`src/rtl/i2cq_pkg.sv`:
```
// Shared types and codes of the I2C master transaction queue.
package i2cq_pkg;

  localparam logic [2:0] CMD_WRITE   = 3'd0;
  localparam logic [2:0] CMD_READ    = 3'd1;
  localparam logic [2:0] CMD_LOAD    = 3'd2;
  localparam logic [2:0] CMD_BUS     = 3'd3;
  localparam logic [2:0] CMD_QUERY   = 3'd4;
  localparam logic [2:0] CMD_CLEAR   = 3'd5;
  localparam logic [2:0] CMD_SERVICE = 3'd6;

  localparam logic [2:0] ACT_NONE     = 3'd0;
  localparam logic [2:0] ACT_START    = 3'd1;
  localparam logic [2:0] ACT_SEND     = 3'd2;
  localparam logic [2:0] ACT_READ_ACK = 3'd3;
  localparam logic [2:0] ACT_READ_NAK = 3'd4;
  localparam logic [2:0] ACT_STOP     = 3'd5;
  localparam logic [2:0] ACT_RESTART  = 3'd6;

  localparam logic [3:0] MAX_ERR_RESET = 4'd3;

  typedef enum logic [3:0] {
    EV_NONE,
    EV_SLA,
    EV_REG,
    EV_DATA_ACK,
    EV_RD_ADDR,
    EV_RD_ACK,
    EV_RD_LAST,
    EV_ARB,
    EV_NACK
  } ev_e;

  typedef struct packed {
    logic [2:0] cmd;
    ev_e        ev;
    logic       len_ok;
    logic [6:0] dev;
    logic [7:0] reg_addr;
    logic [7:0] len;
    logic [7:0] tid;
    logic [3:0] idx;
    logic [7:0] data;
  } item_t;

  typedef struct packed {
    logic       accepted;
    logic [7:0] new_id;
    logic       done_res;
    logic       successful;
    logic [2:0] bus_action;
    logic [7:0] bus_byte;
    logic       read_valid;
    logic [7:0] read_id;
    logic [3:0] read_index;
    logic [7:0] read_data;
  } res_t;

endpackage

```
`src/rtl/i2cq_ram.sv`:
```
// Generic RAM with one write port and one registered read port.
module i2cq_ram #(
  parameter int WIDTH = 8,
  parameter int DEPTH = 128
) (
  input  logic                     clk_i,
  input  logic                     we_i,
  input  logic [$clog2(DEPTH)-1:0] waddr_i,
  input  logic [WIDTH-1:0]         wdata_i,
  input  logic                     re_i,
  input  logic [$clog2(DEPTH)-1:0] raddr_i,
  output logic [WIDTH-1:0]         rdata_o
);

  logic [WIDTH-1:0] mem_q [DEPTH];
  logic [WIDTH-1:0] rdata_q;

  always_ff @(posedge clk_i) begin
    if (we_i) begin
      mem_q[waddr_i] <= wdata_i;
    end
    if (re_i) begin
      rdata_q <= mem_q[raddr_i];
    end
  end

  assign rdata_o = rdata_q;

endmodule

```
`src/rtl/i2cq_front.sv`:
```
// Front end: accepts requests, classifies them and holds them in a two-entry queue.
module i2cq_front #(
  parameter int MAX_BYTES = 16
) (
  input  logic               clk_i,
  input  logic               rst_ni,
  input  logic               in_valid_i,
  output logic               in_stall_o,
  input  logic [2:0]         command_i,
  input  logic [6:0]         device_address_i,
  input  logic [7:0]         register_address_i,
  input  logic [7:0]         length_i,
  input  logic [7:0]         transaction_id_i,
  input  logic [3:0]         byte_index_i,
  input  logic [7:0]         data_byte_i,
  input  logic [7:0]         bus_status_i,
  output logic               item_valid_o,
  input  logic               item_pop_i,
  output i2cq_pkg::item_t    item_o
);
  import i2cq_pkg::*;

  item_t      fifo_q [2];
  logic       wptr_q, wptr_d, rptr_q, rptr_d;
  logic [1:0] cnt_q, cnt_d;
  item_t      cls;
  logic       push, pop, len_le;

  assign len_le = (9'(length_i) <= 9'(MAX_BYTES));

  always_comb begin
    cls.cmd      = command_i;
    cls.dev      = device_address_i;
    cls.reg_addr = register_address_i;
    cls.len      = length_i;
    cls.tid      = transaction_id_i;
    cls.idx      = byte_index_i;
    cls.data     = data_byte_i;
    cls.len_ok   = len_le && (command_i == CMD_WRITE || length_i != 8'd0);
    case (bus_status_i[7:3])
      5'd1, 5'd2: cls.ev = EV_SLA;
      5'd3:       cls.ev = EV_REG;
      5'd5:       cls.ev = EV_DATA_ACK;
      5'd8:       cls.ev = EV_RD_ADDR;
      5'd10:      cls.ev = EV_RD_ACK;
      5'd11:      cls.ev = EV_RD_LAST;
      5'd7:       cls.ev = EV_ARB;
      5'd4, 5'd6, 5'd9: cls.ev = EV_NACK;
      default:    cls.ev = EV_NONE;
    endcase
  end

  assign in_stall_o   = (cnt_q == 2'd2);
  assign push         = in_valid_i && !in_stall_o;
  assign item_valid_o = (cnt_q != 2'd0);
  assign pop          = item_pop_i && item_valid_o;
  assign item_o       = fifo_q[rptr_q];

  always_comb begin
    wptr_d = push ? !wptr_q : wptr_q;
    rptr_d = pop ? !rptr_q : rptr_q;
    cnt_d  = cnt_q + 2'(push) - 2'(pop);
  end

  always_ff @(posedge clk_i) begin
    if (push) begin
      fifo_q[wptr_q] <= cls;
    end
  end

  always_ff @(posedge clk_i or negedge rst_ni) begin
    if (!rst_ni) begin
      wptr_q <= 1'b0;
      rptr_q <= 1'b0;
      cnt_q  <= 2'd0;
    end else begin
      wptr_q <= wptr_d;
      rptr_q <= rptr_d;
      cnt_q  <= cnt_d;
    end
  end

endmodule

```
`src/rtl/i2cq_back.sv`:
```
// Back end: slot ring, scanning sequencer, write byte store and result register.
module i2cq_back #(
  parameter int QUEUE_SLOTS = 8,
  parameter int MAX_BYTES   = 16
) (
  input  logic            clk_i,
  input  logic            rst_ni,
  input  logic [3:0]      max_err_i,
  input  logic            item_valid_i,
  output logic            item_pop_o,
  input  i2cq_pkg::item_t item_i,
  output logic            out_valid_o,
  input  logic            out_stall_i,
  output i2cq_pkg::res_t  out_o
);
  import i2cq_pkg::*;

  localparam int SW = $clog2(QUEUE_SLOTS);
  localparam int CW = $clog2(MAX_BYTES + 1);
  localparam int DEPTH = QUEUE_SLOTS * MAX_BYTES;
  localparam int AW = $clog2(DEPTH);
  localparam logic [SW-1:0] LAST = SW'(QUEUE_SLOTS - 1);

  localparam int FL_WRITE = 0;
  localparam int FL_ACT   = 1;
  localparam int FL_REG   = 2;
  localparam int FL_DONE  = 3;

  localparam logic [2:0] ST_IDLE  = 3'd0;
  localparam logic [2:0] ST_SUB   = 3'd1;
  localparam logic [2:0] ST_START = 3'd2;
  localparam logic [2:0] ST_FIND  = 3'd3;
  localparam logic [2:0] ST_BUS   = 3'd4;
  localparam logic [2:0] ST_WAIT  = 3'd5;
  localparam logic [2:0] ST_DLV   = 3'd6;

  logic [7:0]    ident_q [QUEUE_SLOTS];
  logic [3:0]    flags_q [QUEUE_SLOTS];
  logic [6:0]    dev_q   [QUEUE_SLOTS];
  logic [7:0]    regs_q  [QUEUE_SLOTS];
  logic [CW-1:0] count_q [QUEUE_SLOTS];
  logic [CW-1:0] prog_q  [QUEUE_SLOTS];
  logic [3:0]    err_q   [QUEUE_SLOTS];

  logic [2:0]    state_q, state_d;
  logic [SW-1:0] ptr_q, ptr_d, n_q, n_d, head_q, head_d, ptr_inc;
  logic [7:0]    idc_q, idc_d;
  logic          fin_q, fin_d;
  item_t         item_q, item_d;
  res_t          res_q, res_d, out_q, out_d;
  logic          ovld_q, ovld_d;

  logic [7:0]    id_c;
  logic [3:0]    fl_c, fl_w, err_c, err_w;
  logic [CW-1:0] cnt_c, prog_c, prog_w;
  logic [8:0]    prog_ext, prog_nx;
  logic          slot_we, ident_we, flags_we, prog_we, err_we, cand;
  logic [7:0]    ident_w;
  logic          ram_we, ram_re;
  logic [AW-1:0] ram_waddr, ram_raddr;
  logic [7:0]    ram_rdata;

  assign id_c     = ident_q[ptr_q];
  assign fl_c     = flags_q[ptr_q];
  assign err_c    = err_q[ptr_q];
  assign cnt_c    = count_q[ptr_q];
  assign prog_c   = prog_q[ptr_q];
  assign prog_ext = 9'(prog_c);
  assign ptr_inc  = (ptr_q == LAST) ? '0 : ptr_q + 1'b1;
  assign cand     = (id_c != 8'd0) && !fl_c[FL_ACT] && !fl_c[FL_DONE];

  assign ram_waddr = AW'(int'(ptr_q) * MAX_BYTES + int'(item_q.idx));
  assign ram_raddr = AW'(int'(ptr_q) * MAX_BYTES + int'(prog_c));

  i2cq_ram #(.WIDTH(8), .DEPTH(DEPTH)) u_store (
    .clk_i   (clk_i),
    .we_i    (ram_we),
    .waddr_i (ram_waddr),
    .wdata_i (item_q.data),
    .re_i    (ram_re),
    .raddr_i (ram_raddr),
    .rdata_o (ram_rdata)
  );

  always_comb begin
    state_d   = state_q;
    ptr_d     = ptr_q;
    n_d       = n_q;
    head_d    = head_q;
    idc_d     = idc_q;
    fin_d     = fin_q;
    item_d    = item_q;
    res_d     = res_q;
    out_d     = out_q;
    ovld_d    = ovld_q && out_stall_i;
    item_pop_o = 1'b0;
    slot_we   = 1'b0;
    ident_we  = 1'b0;
    ident_w   = 8'd0;
    flags_we  = 1'b0;
    fl_w      = fl_c;
    prog_we   = 1'b0;
    prog_w    = prog_c;
    err_we    = 1'b0;
    err_w     = err_c;
    ram_we    = 1'b0;
    ram_re    = 1'b0;
    prog_nx   = prog_ext;

    case (state_q)
      ST_IDLE: begin
        if (item_valid_i) begin
          item_pop_o = 1'b1;
          item_d     = item_i;
          res_d      = '0;
          n_d        = '0;
          fin_d      = 1'b0;
          state_d    = ST_DLV;
          case (item_i.cmd)
            CMD_WRITE, CMD_READ: begin
              if (item_i.len_ok) begin
                ptr_d   = head_q;
                state_d = ST_SUB;
              end
            end
            CMD_LOAD, CMD_QUERY, CMD_CLEAR: begin
              if (item_i.tid == 8'd0) begin
                if (item_i.cmd == CMD_QUERY) begin
                  res_d.done_res   = 1'b1;
                  res_d.successful = 1'b1;
                end
              end else begin
                ptr_d   = '0;
                state_d = ST_FIND;
              end
            end
            CMD_BUS: begin
              ptr_d   = head_q;
              state_d = ST_BUS;
            end
            CMD_SERVICE: begin
              ptr_d   = head_q;
              state_d = ST_START;
            end
            default: state_d = ST_DLV;
          endcase
        end
      end
      ST_SUB: begin
        if (id_c == 8'd0) begin
          slot_we        = 1'b1;
          ident_we       = 1'b1;
          ident_w        = idc_q;
          res_d.accepted = 1'b1;
          res_d.new_id   = idc_q;
          idc_d          = (idc_q == 8'hFF) ? 8'd1 : idc_q + 8'd1;
          ptr_d          = head_q;
          n_d            = '0;
          state_d        = ST_START;
        end else if (n_q == LAST) begin
          state_d = ST_DLV;
        end else begin
          ptr_d = ptr_inc;
          n_d   = n_q + 1'b1;
        end
      end
      ST_START: begin
        if ((n_q == '0 && fl_c[FL_ACT]) || (!cand && n_q == LAST)) begin
          res_d.bus_action = fin_q ? ACT_STOP : ACT_NONE;
          state_d          = ST_DLV;
        end else if (cand) begin
          head_d           = ptr_q;
          flags_we         = 1'b1;
          fl_w[FL_ACT]     = 1'b1;
          res_d.bus_action = fin_q ? ACT_RESTART : ACT_START;
          state_d          = ST_DLV;
        end else begin
          ptr_d = ptr_inc;
          n_d   = n_q + 1'b1;
        end
      end
      ST_FIND: begin
        if (id_c == item_q.tid) begin
          state_d = ST_DLV;
          case (item_q.cmd)
            CMD_LOAD: begin
              if (fl_c[FL_WRITE] && 9'(item_q.idx) < 9'(MAX_BYTES)) begin
                ram_we         = 1'b1;
                res_d.accepted = 1'b1;
              end
            end
            CMD_QUERY: begin
              res_d.done_res   = fl_c[FL_DONE];
              res_d.successful = (err_c < max_err_i);
            end
            default: begin
              if (!fl_c[FL_ACT]) begin
                ident_we       = 1'b1;
                res_d.accepted = 1'b1;
              end
            end
          endcase
        end else if (n_q == LAST) begin
          if (item_q.cmd == CMD_QUERY) begin
            res_d.done_res   = 1'b1;
            res_d.successful = 1'b1;
          end
          state_d = ST_DLV;
        end else begin
          ptr_d = ptr_inc;
          n_d   = n_q + 1'b1;
        end
      end
      ST_BUS: begin
        state_d = ST_DLV;
        if (fl_c[FL_ACT]) begin
          case (item_q.ev)
            EV_SLA: begin
              res_d.bus_action = ACT_SEND;
              res_d.bus_byte   = {dev_q[ptr_q], fl_c[FL_REG]};
            end
            EV_REG: begin
              res_d.bus_action = ACT_SEND;
              res_d.bus_byte   = regs_q[ptr_q];
            end
            EV_DATA_ACK: begin
              flags_we     = 1'b1;
              fl_w[FL_REG] = 1'b1;
              if (fl_c[FL_WRITE]) begin
                if (prog_c < cnt_c && prog_ext < 9'(MAX_BYTES)) begin
                  ram_re           = 1'b1;
                  prog_we          = 1'b1;
                  prog_w           = prog_c + 1'b1;
                  res_d.bus_action = ACT_SEND;
                  state_d          = ST_WAIT;
                end else begin
                  fl_w[FL_DONE] = 1'b1;
                  fl_w[FL_ACT]  = 1'b0;
                  fin_d         = 1'b1;
                  head_d        = ptr_inc;
                  ptr_d         = ptr_inc;
                  n_d           = '0;
                  state_d       = ST_START;
                end
              end else begin
                res_d.bus_action = ACT_START;
              end
            end
            EV_RD_ADDR: begin
              res_d.bus_action = (cnt_c != CW'(1)) ? ACT_READ_ACK : ACT_READ_NAK;
            end
            EV_RD_ACK, EV_RD_LAST: begin
              if (prog_c < cnt_c) begin
                res_d.read_valid = 1'b1;
                res_d.read_id    = id_c;
                res_d.read_index = prog_ext[3:0];
                res_d.read_data  = item_q.data;
                prog_we          = 1'b1;
                prog_w           = prog_c + 1'b1;
                prog_nx          = prog_ext + 9'd1;
              end
              if (item_q.ev == EV_RD_ACK) begin
                res_d.bus_action = (prog_nx + 9'd1 < 9'(cnt_c)) ? ACT_READ_ACK
                                                                 : ACT_READ_NAK;
              end else begin
                flags_we      = 1'b1;
                fl_w[FL_DONE] = 1'b1;
                fl_w[FL_ACT]  = 1'b0;
                fin_d         = 1'b1;
                head_d        = ptr_inc;
                ptr_d         = ptr_inc;
                n_d           = '0;
                state_d       = ST_START;
              end
            end
            EV_ARB, EV_NACK: begin
              err_we = 1'b1;
              err_w  = (err_c == 4'hF) ? err_c : err_c + 4'd1;
              if (err_w < max_err_i) begin
                flags_we         = 1'b1;
                fl_w[FL_REG]     = 1'b0;
                prog_we          = 1'b1;
                prog_w           = '0;
                res_d.bus_action = (item_q.ev == EV_ARB) ? ACT_RESTART : ACT_START;
              end else begin
                flags_we      = 1'b1;
                fl_w[FL_DONE] = 1'b1;
                fl_w[FL_ACT]  = 1'b0;
                fin_d         = (item_q.ev != EV_ARB);
                head_d        = ptr_inc;
                ptr_d         = ptr_inc;
                n_d           = '0;
                state_d       = ST_START;
              end
            end
            default: state_d = ST_DLV;
          endcase
        end
      end
      ST_WAIT: begin
        res_d.bus_byte = ram_rdata;
        state_d        = ST_DLV;
      end
      ST_DLV: begin
        if (!ovld_q || !out_stall_i) begin
          out_d   = res_q;
          ovld_d  = 1'b1;
          state_d = ST_IDLE;
        end
      end
      default: state_d = ST_IDLE;
    endcase
  end

  always_ff @(posedge clk_i) begin
    if (slot_we) begin
      dev_q[ptr_q]   <= item_q.dev;
      regs_q[ptr_q]  <= item_q.reg_addr;
      count_q[ptr_q] <= CW'(item_q.len);
      prog_q[ptr_q]  <= '0;
      err_q[ptr_q]   <= 4'd0;
    end else begin
      if (prog_we) begin
        prog_q[ptr_q] <= prog_w;
      end
      if (err_we) begin
        err_q[ptr_q] <= err_w;
      end
    end
    item_q <= item_d;
    res_q  <= res_d;
    out_q  <= out_d;
  end

  always_ff @(posedge clk_i or negedge rst_ni) begin
    if (!rst_ni) begin
      for (int i = 0; i < QUEUE_SLOTS; i++) begin
        ident_q[i] <= 8'd0;
        flags_q[i] <= 4'd0;
      end
      state_q <= ST_IDLE;
      ptr_q   <= '0;
      n_q     <= '0;
      head_q  <= '0;
      idc_q   <= 8'd1;
      fin_q   <= 1'b0;
      ovld_q  <= 1'b0;
    end else begin
      if (ident_we) begin
        ident_q[ptr_q] <= ident_w;
      end
      if (slot_we) begin
        flags_q[ptr_q] <= {3'b000, item_q.cmd == CMD_WRITE};
      end else if (flags_we) begin
        flags_q[ptr_q] <= fl_w;
      end
      state_q <= state_d;
      ptr_q   <= ptr_d;
      n_q     <= n_d;
      head_q  <= head_d;
      idc_q   <= idc_d;
      fin_q   <= fin_d;
      ovld_q  <= ovld_d;
    end
  end

  assign out_valid_o = ovld_q;
  assign out_o       = out_q;

endmodule

```
`src/rtl/i2c_master_transaction_queue_unit.sv`:
```
// Top level of the I2C master transaction queue: front queue, back sequencer, config register.
// A submit, an ID lookup and a bus event that ends a transaction scan the slot ring, which
// visits one slot per cycle; a write byte send also waits for the registered byte store read.
// Throughput: one request at a time in the back end; a two-entry queue takes requests meanwhile.
// Reset clears all slots to free, the ID counter to one and max_errors to three.
module i2c_master_transaction_queue_unit #(
  parameter int QUEUE_SLOTS = 8,
  parameter int MAX_BYTES   = 16
) (
  input  logic       clk_i,
  input  logic       rst_ni,
  input  logic       cfg_we_i,
  input  logic [3:0] cfg_data_i,
  input  logic       in_valid_i,
  output logic       in_stall_o,
  input  logic [2:0] command_i,
  input  logic [6:0] device_address_i,
  input  logic [7:0] register_address_i,
  input  logic [7:0] length_i,
  input  logic [7:0] transaction_id_i,
  input  logic [3:0] byte_index_i,
  input  logic [7:0] data_byte_i,
  input  logic [7:0] bus_status_i,
  output logic       out_valid_o,
  input  logic       out_stall_i,
  output logic       accepted_o,
  output logic [7:0] new_id_o,
  output logic       done_res_o,
  output logic       successful_o,
  output logic [2:0] bus_action_o,
  output logic [7:0] bus_byte_o,
  output logic       read_valid_o,
  output logic [7:0] read_id_o,
  output logic [3:0] read_index_o,
  output logic [7:0] read_data_o
);
  import i2cq_pkg::*;

  logic [3:0] max_err_q;
  logic       item_valid, item_pop;
  item_t      item;
  res_t       res;

  always_ff @(posedge clk_i or negedge rst_ni) begin
    if (!rst_ni) begin
      max_err_q <= MAX_ERR_RESET;
    end else if (cfg_we_i) begin
      max_err_q <= cfg_data_i;
    end
  end

  i2cq_front #(.MAX_BYTES(MAX_BYTES)) u_front (
    .clk_i              (clk_i),
    .rst_ni             (rst_ni),
    .in_valid_i         (in_valid_i),
    .in_stall_o         (in_stall_o),
    .command_i          (command_i),
    .device_address_i   (device_address_i),
    .register_address_i (register_address_i),
    .length_i           (length_i),
    .transaction_id_i   (transaction_id_i),
    .byte_index_i       (byte_index_i),
    .data_byte_i        (data_byte_i),
    .bus_status_i       (bus_status_i),
    .item_valid_o       (item_valid),
    .item_pop_i         (item_pop),
    .item_o             (item)
  );

  i2cq_back #(.QUEUE_SLOTS(QUEUE_SLOTS), .MAX_BYTES(MAX_BYTES)) u_back (
    .clk_i        (clk_i),
    .rst_ni       (rst_ni),
    .max_err_i    (max_err_q),
    .item_valid_i (item_valid),
    .item_pop_o   (item_pop),
    .item_i       (item),
    .out_valid_o  (out_valid_o),
    .out_stall_i  (out_stall_i),
    .out_o        (res)
  );

  assign accepted_o   = res.accepted;
  assign new_id_o     = res.new_id;
  assign done_res_o   = res.done_res;
  assign successful_o = res.successful;
  assign bus_action_o = res.bus_action;
  assign bus_byte_o   = res.bus_byte;
  assign read_valid_o = res.read_valid;
  assign read_id_o    = res.read_id;
  assign read_index_o = res.read_index;
  assign read_data_o  = res.read_data;

endmodule

```
`config.mk`:
```
export PLATFORM = sky130hd
export DESIGN_NAME = i2c_master_transaction_queue_unit
export DESIGN_NICKNAME = d
export VERILOG_FILES = /design/src/rtl/i2cq_pkg.sv /design/src/rtl/i2cq_ram.sv /design/src/rtl/i2cq_front.sv /design/src/rtl/i2cq_back.sv /design/src/rtl/i2c_master_transaction_queue_unit.sv
export SDC_FILE = /design/constraint.sdc
export NUM_CORES = 2
export LEC_CHECK = 0
export ABC_CLOCK_PERIOD_IN_PS = 5200
export BUFFER_PORTS_ARGS = -buffer_cell sky130_fd_sc_hd__buf_2
export CORE_MARGIN = 2
export CORE_UTILIZATION = 50
export CTS_CLUSTER_SIZE = 28
export DETAILED_ROUTE_END_ITERATION = 6
export PLACE_DENSITY = 0.64
export REMOVE_ABC_BUFFERS = 1
export SLEW_MARGIN = 25
export SYNTH_ARGS = -nofsm -noshare
export SYNTH_HDL_FRONTEND = slang
export SYNTH_SLANG_ARGS = --single-unit
```
`constraint.sdc`:
```
create_clock -name clk_i -period 5.2 [get_ports clk_i]
set_input_delay 0.26 -clock clk_i [delete_from_list [all_inputs] [get_ports clk_i]]
set_output_delay 0.26 -clock clk_i [all_outputs]
set_load 0.01 [all_outputs]
```
; Yosys cells after proc, flatten, opt, wreduce, memory -nomap -nowiden
; Memories as Yosys holds them, arrays and structs flattened. A register that Yosys moved wholly into a read port is not among the register bits.
; Index checks and enable logic that the tools add are counted.
[totals]
reg_bits = 259
rom_bits = 64
n_memories = 8
word_cells = 397
in_bits = 63
out_inout_bits = 45
mem_bits_rw = 1358
[memory_table]
columns = name, depth, width, read_ports, rd_ports_with_merged_regs, write_ports, line
row1 = u_back.u_store.mem_q, 128, 8, 1, 1, 1, i2cq_ram.sv:15  ; logic [WIDTH-1:0] mem_q [DEPTH];
row2 = u_front.fifo_q, 2, 51, 1, 0, 1, i2cq_front.sv:23  ; item_t fifo_q [2];
row3 = (no name shown), 16, 4, 1, 0, 0, i2cq_front.sv:40  ; case (bus_status_i[7:3])
row4 = u_back.regs_q, 8, 8, 1, 0, 1, i2cq_back.sv:40  ; logic [7:0] regs_q [QUEUE_SLOTS];
row5 = u_back.dev_q, 8, 7, 1, 0, 1, i2cq_back.sv:39  ; logic [6:0] dev_q [QUEUE_SLOTS];
row6 = u_back.count_q, 8, 5, 1, 0, 1, i2cq_back.sv:41  ; logic [CW-1:0] count_q [QUEUE_SLOTS];
row7 = +2 memories, -, -, -, -, -, -
[op_classes]
muxes = 189
n_reduce_logical = 62
n_lt_le_gt_ge = 8
add_sub_neg = 11
bitwise = 3
n_eq_ne = 61
[ops]
columns = cell, n
row1 = $mux W3, 53
row2 = $mux W32, 3
row3 = $bwmux W32, 2
row4 = $bwmux W64, 1
row5 = $mux W1, 59
row6 = $mux W8, 6
row7 = $mux W9, 5
row8 = $pmux W3 S3, 5
row9 = $pmux W3 S5, 3
row10 = $mux W43, 1
row11 = $mux W21, 2
row12 = $pmux W21 S2, 1
row13 = $mux W4, 9
row14 = $mux W5, 7
row15 = $pmux W8 S2, 2
row16 = $eq A3 B3 Y1 const B, 9
row17 = $bmux W8 S3, 1
row18 = $demux W8 S3, 1
row19 = $ne A3 B3 Y1 const B, 8
row20 = $pmux W8 S3, 1
row21 = $pmux W3 S7, 1
row22 = $eq A4 B3 Y1 const B, 4
row23 = $logic_not A8 Y1, 2
row24 = $mux W2, 8
row25 = 62 further kinds, 140

; Longest topological paths before layout
[logic_depth]
depth_word = 15
depth_mapped = 28
mapped_depth_nobuf = 22

; Hierarchy
; A second synthesis with hierarchy kept.
[hier_totals]
hier_cells = 3296
hier_area_um2 = 64818.4
[modules_own_cells]
columns = module, seq_area_each_um2, instances, cells_each, area_per_inst_um2
row1 = i2cq_ram, 30989.7, 1, 1635, 39741.9
row2 = i2cq_back, 13914.6, 1, 1452, 20891.3
row3 = i2cq_front, 3163.0, 1, 201, 4037.6
row4 = i2c_master_transaction_queue_unit, 102.6, 1, 8, 147.6

; Worst setup path after synthesis
; No wires, ideal clock.
[synth_timing]
path_type = reg-to-reg
startpoint = reg u_back.ptr_q[0]
endpoint = reg u_back.res_q[31] (netlist name), data pin
stages_incl_launch_ff = 28
slack_ps = 76
n_path_buf = 7
setup_time_ps = 256
required_ps = 4944
arrival_time_ps = 4868
cell_sequence = dfrtp_1 buf_6 buf_8 mux4_2 nand2_1 and2_1 buf_2 inv_1 clkbuf_1 clkbuf_1 clkbuf_1 ha_1 a21o_1 a21o_1 a21oi_1 and2_4 buf_6 xnor2_1 ha_1 nor2_1 o22ai_1 a22oi_1 xnor2_1 ha_1 a311o_1 a21oi_2 nor2_1 a22o_1
[synth_between]
elab_chain_cells = 13
word_cells_on_any_way = 35
cone_classes = add/sub (2) / order compare (2) / eq/ne (1) / mux (18) / bitwise (1) / reduce/logical (9) / memory (2)
[synth_rtl]
columns = item, line
row1 = start: declaration, i2cq_back.sv:46  ; logic [SW-1:0] ptr_q, ptr_d, n_q, n_d, head_q, head_d, ptr_inc;
row2 = start signal: assignment, i2cq_back.sv:358  ; ptr_q <= ptr_d;
row3 = $mem_v2 Z8 W5 (*), -
row4 = net u_back.prog_c[2], i2cq_back.sv:55  ; logic [CW-1:0] cnt_c, prog_c, prog_w;
row5 = $add A5 B1 Y6 / $lt A5 B5 Y1 (equally long branches), "i2cq_back.sv:260, i2cq_back.sv:253"
row6 = $mux W9 (*), i2cq_back.sv:253  ; if (prog_c < cnt_c) begin
row7 = $mux W9 (*), i2cq_back.sv:217  ; case (item_q.ev)
row8 = $mux W9 (*), i2cq_back.sv:216  ; if (fl_c[FL_ACT]) begin
row9 = $mux W9 (*), i2cq_back.sv:110  ; case (state_q)
row10 = $add A9 B1 Y9 (*), i2cq_back.sv:263  ; res_d.bus_action = (prog_nx + 9'd1 < 9'(cnt_c)) ? ACT_READ_ACK
row11 = $lt A9 B5 Y1 (*), i2cq_back.sv:263
row12 = $mux W3 (*), i2cq_back.sv:263
row13 = $mux W3 (*), i2cq_back.sv:262  ; if (item_q.ev == EV_RD_ACK) begin
row14 = $pmux W3 S5 (*), i2cq_back.sv:217
row15 = $mux W32 (*), i2cq_back.sv:216
row16 = $pmux W3 S3 (*), i2cq_back.sv:110
row17 = end signal: assignment, i2cq_back.sv:331  ; res_q <= res_d;
row18 = end: declaration, i2cq_back.sv:50  ; res_t res_q, res_d, out_q, out_d;
; The timed path passes the listed nets; every way through them passes the cells marked *. The select of a mux whose other input is x is not followed.
; A chain may end at the register's enable or synchronous reset.

; Worst setup path after layout
[layout_timing]
startpoint = reg u_back.ptr_q[2]
endpoint = reg u_back.res_q[29] (netlist name) (enable)
[layout_between]
elab_chain_cells = 12
word_cells_on_any_way = 31
cone_classes = add/sub (1) / order compare (3) / eq/ne (5) / mux (7) / bitwise (1) / reduce/logical (11) / memory (3)
[layout_rtl]
columns = item
row1 = branches (longest 11 deep; another with $mem_v2 Z8 W4)
row2 = $reduce_and A8 Y1 (no source line) (*)
; Every way passes the cells marked *. The select of a mux whose other input is x is not followed.

==> flow_metrics.env <==
export IMPL_status="finished, final reports clean"
export IMPL_period_share_pct=95.6
export IMPL_period_needed_ns=4.97
export IMPL_setup_worst_path_end_class="register"
export IMPL_fin_cells=6905
export IMPL_routed_wl_met2_mm=81.5
export IMPL_grt_ovfl_total=0
export IMPL_numCtsBuffers=162
export IMPL_routed_top_layer="met4"
export IMPL_fmax_mhz=201
export IMPL_io_buffers=104
export IMPL_cts_tree="done"
export IMPL_whs_ns=0.0820
export IMPL_final_max_slew_violation_count=0
export IMPL_root_buffer="clkbuf_16"
export IMPL_slowest_stage="dfrtp_4"
export IMPL_vias_per_cell=6.03
export IMPL_grt_antenna_before_repair=2
export IMPL_fin_area_um2=76100
export IMPL_crit_fanout=30
export IMPL_diodes=0
export IMPL_numPlacedInstances=6546
export IMPL_path_class="reg -> reg"
export IMPL_vdd_drop_max_v=0.000466
export IMPL_area_delta_synth_final_pct=14.8
export IMPL_drt_first_pass_iters=7
export IMPL_power_leakage_nw=26.8
export IMPL_wire_per_inst_um=25.4
export IMPL_drc=0
export IMPL_min_path_type="in -> reg"
export IMPL_rows=133
export IMPL_dieArea_um2=135000
export IMPL_worst_pin_slew_ns=1.09
export IMPL_hpwl_mm=104
export IMPL_ios=108
export IMPL_synth_flop_cell="edfxtp_1"
export IMPL_powerDensity_nw_per_um2=530
export IMPL_rsz0062_at_grt="false"
export IMPL_start_kind="register"
export IMPL_gp_congestion=0.886
export IMPL_fin_skew_ns=0.0263
export IMPL_synth_distinct_cells=105
export IMPL_fill_cells=10300
export IMPL_finalPower_w=0.0403
export IMPL_clkSinkCount=1619
export IMPL_syn_avg_cell_area_um2=14.2
export IMPL_cp_slowest_stage_delay_ns=0.52
export IMPL_grt_max_degree=136
export IMPL_yosys_warnings=0
export IMPL_synth_edf_count=1493
export IMPL_final_nets=5118
export IMPL_dieWidth_um=368
export IMPL_synthArstFlopShare_pct=7.78
export IMPL_setup_violations=0
export IMPL_grt_pass1_wl_mm=260
export IMPL_grt_pass1_vias=40300
export IMPL_wl_met3_mm=15.0
export IMPL_initialDrtViolationCount=4950
export IMPL_critPathTopFamily="compound AO/OA/AOI/OAI gates"
export IMPL_worstPathCellList="buf_6, inv_1, nor2_2, buf_4, a22oi_1, nand4_1, ha_1, nand3_2, mux2_2, ha_1, a311o_1, mux2i_1, nor2_1, o21a_1, o21a_1, a2111oi_1, o21ba_2"
export IMPL_clock_latency_ns=0.80
export IMPL_setup_tns_ns=0
export IMPL_start_util_pct=50.4
export IMPL_synth_seq_area_share_pct=72.4
export IMPL_drtAntennaViolNets=0
export IMPL_arrival_ns=5.48
export IMPL_fp_coreArea_um2=131000
export IMPL_clk_pin_slew_ns=0.06
export IMPL_synthCells=4673
export IMPL_finalHoldViolCount=0
export IMPL_ys_seq_elements=1619
export IMPL_vias=41700
export IMPL_die_height_um=368
export IMPL_grt_usage_pct=25.7
export IMPL_synth_area_um2=66300
export IMPL_max_slew_margin_pct=26.7
export IMPL_worstPathRequired_ns=5.71
export IMPL_placed_cell_area_um2=70400
export IMPL_wirelength_mm=176
export IMPL_clk_path_buf_depth=3
export IMPL_cts_max_level=4
export IMPL_drive_gt1_share_pct=17.3
export IMPL_drv_cap=0
export IMPL_crit_buf_inv=3
export IMPL_met1_length_mm=73.5
registers in the layout, indices dropped and copies added (netlist names), 43 cells and up:
register and count:
u_back.res_q 43, u_back.out_o 43, u_back.u_store.mem_q 1024, u_back.dev_q 56
u_front.fifo_q 96, u_back.item_q 47, u_back.ident_q 64, u_back.regs_q 64
cell type report:
type / count / area [um2] / area share [%]
Sequential cell: 1619 / 48000 / 63.1
Multi-Input combinational cell: 2727 / 16900 / 22.3
Clock buffer: 217 / 4390 / 5.77
Timing Repair Buffer: 478 / 3800 / 4.99
Tap cell: 1755 / 2200 / 2.89
Clock inverter: 75 / 623 / 0.819
Inverter: 34 / 140 / 0.184
report_power, final:
group          internal (W)  leakage (nW)  switching (W)
registers            0.0158          15.3       0.000472
logic               0.00394          9.07        0.00899
clock network       0.00632          2.43        0.00483
cells in the final DEF (no fill, tap or decap), types with 11 or more instances in the layout:
master and n:
dfrtp_1 119, mux2i_1 67, buf_12 23, inv_1 28, nand3_1 120, buf_2 103
a211o_1 12, nand2_1 825, xnor2_1 22, ha_1 33, a311oi_1 52, buf_4 283
a211oi_1 121, clkbuf_1 49, nor4_1 41, o22ai_1 13, nor2b_1 16, dlygate4sd3_1 66
a31oi_1 88, clkinv_2 17, a22oi_1 56, clkbuf_16 168, mux2_4 15, o32ai_1 27
edfxtp_1 1493, nor2_2 11, a22o_1 12, o21ai_0 105, o31ai_1 28, nor2_1 232
a221oi_1 25, nand2b_1 17, and2_1 22, clkinv_1 36, mux4_2 33, a21oi_1 218
nor3_1 53, mux2_2 137, and3_1 129
timing repair:
| item | 4_1_cts | 5_1_grt |
|---|---|---|
| setup buffers | 0 | 1 |
| gates resized for setup | 0 | 5 |
| hold endpoints to repair | 198 | 0 |
| hold buffers | 66 | 0 |
| setup endpoints to repair | 0 | 61 |
worst reg2reg max path: stages (launching register included):
cell and delay, ns:
dfrtp_4 0.52, buf_6 0.34, inv_1 0.12, nor2_2 0.37, buf_4 0.20, a22oi_1 0.08, nand4_1 0.24, ha_1 0.29
nand3_2 0.13, mux2_2 0.30, ha_1 0.21, a311o_1 0.27, mux2i_1 0.31, nor2_1 0.08, o21a_1 0.18, o21a_1 0.29
a2111oi_1 0.52, o21ba_2 0.24
cell usage after synthesis, types with 25 or more instances:
library cell	number	area, um2
o21ai_0	105	526
nand2_1	827	3100
o31ai_1	28	210
a311oi_1	53	464
edfxtp_1	1493	44800
o32ai_1	27	236
a21oi_1	220	1100
a221oi_1	25	219
nor3_1	55	275
buf_1	49	184
a211oi_1	122	916
nor4_1	42	263
dfrtp_1	123	3080
nor2_1	244	916
inv_1	31	116
ha_1	33	413
nand3_1	120	601
and3_1	130	813
mux2_2	137	1540
clkbuf_1	120	450
a31oi_1	88	551
buf_2	106	531
mux2i_1	67	671
mux4_2	33	743
a22oi_1	56	420
worst paths after layout:
| kind | startpoint | depth (start not counted) | slack [ns] | end |
|---|---|---|---|---|
| max | u_back.ptr_q[2] | 17 | 0.23 | u_back.res_q[29] |
| min | bus_status_i[4] | 4 | 0.08 | u_front.fifo_q[1][45] |
| max reg2reg | u_back.ptr_q[2] | 17 | 0.23 | u_back.res_q[29] |
| min reg2reg | u_back.res_q[0] | 0 | 0.42 | u_back.out_o[0] |
| max in group asynchronous | rst_ni | 3 | 3.68 | u_back.ident_q[30] |
| min in group asynchronous | rst_ni | 2 | 0.13 | u_back.state_q[2] |
through the flow:
step / setup slack [ns] / util (%)
finish: 0.231 / 57.9
detailed placement: 0.155 / 53.5
floorplan: -11.11 / -
global placement: 0.227 / 53.5
global route: 0.00751 / 57.9
CTS: 0.140 / 57.9
routing by layer:
metal	global-route usage [%]	vias to the layer above
met4	9.12	0
met3	4.31	320
met2	39.9	1871
li1	-	18500
met1	36.8	21000
met5	0	-
cells by family (layout without fill, tap and decap cells):
family          Yosys count  count (layout)  share of synthesized area [%]
mux                     254             254                           4.86
buf+inv                 327             804                           2.21
xor+xnor                 26              26                          0.344
fa+ha+maj                33              33                          0.623
flops                  1619            1619                           72.4
simple gates           1558            1558                           10.8
compound gates          856             856                           8.78
No activity file was read; power rests on OpenSTA's default activity.
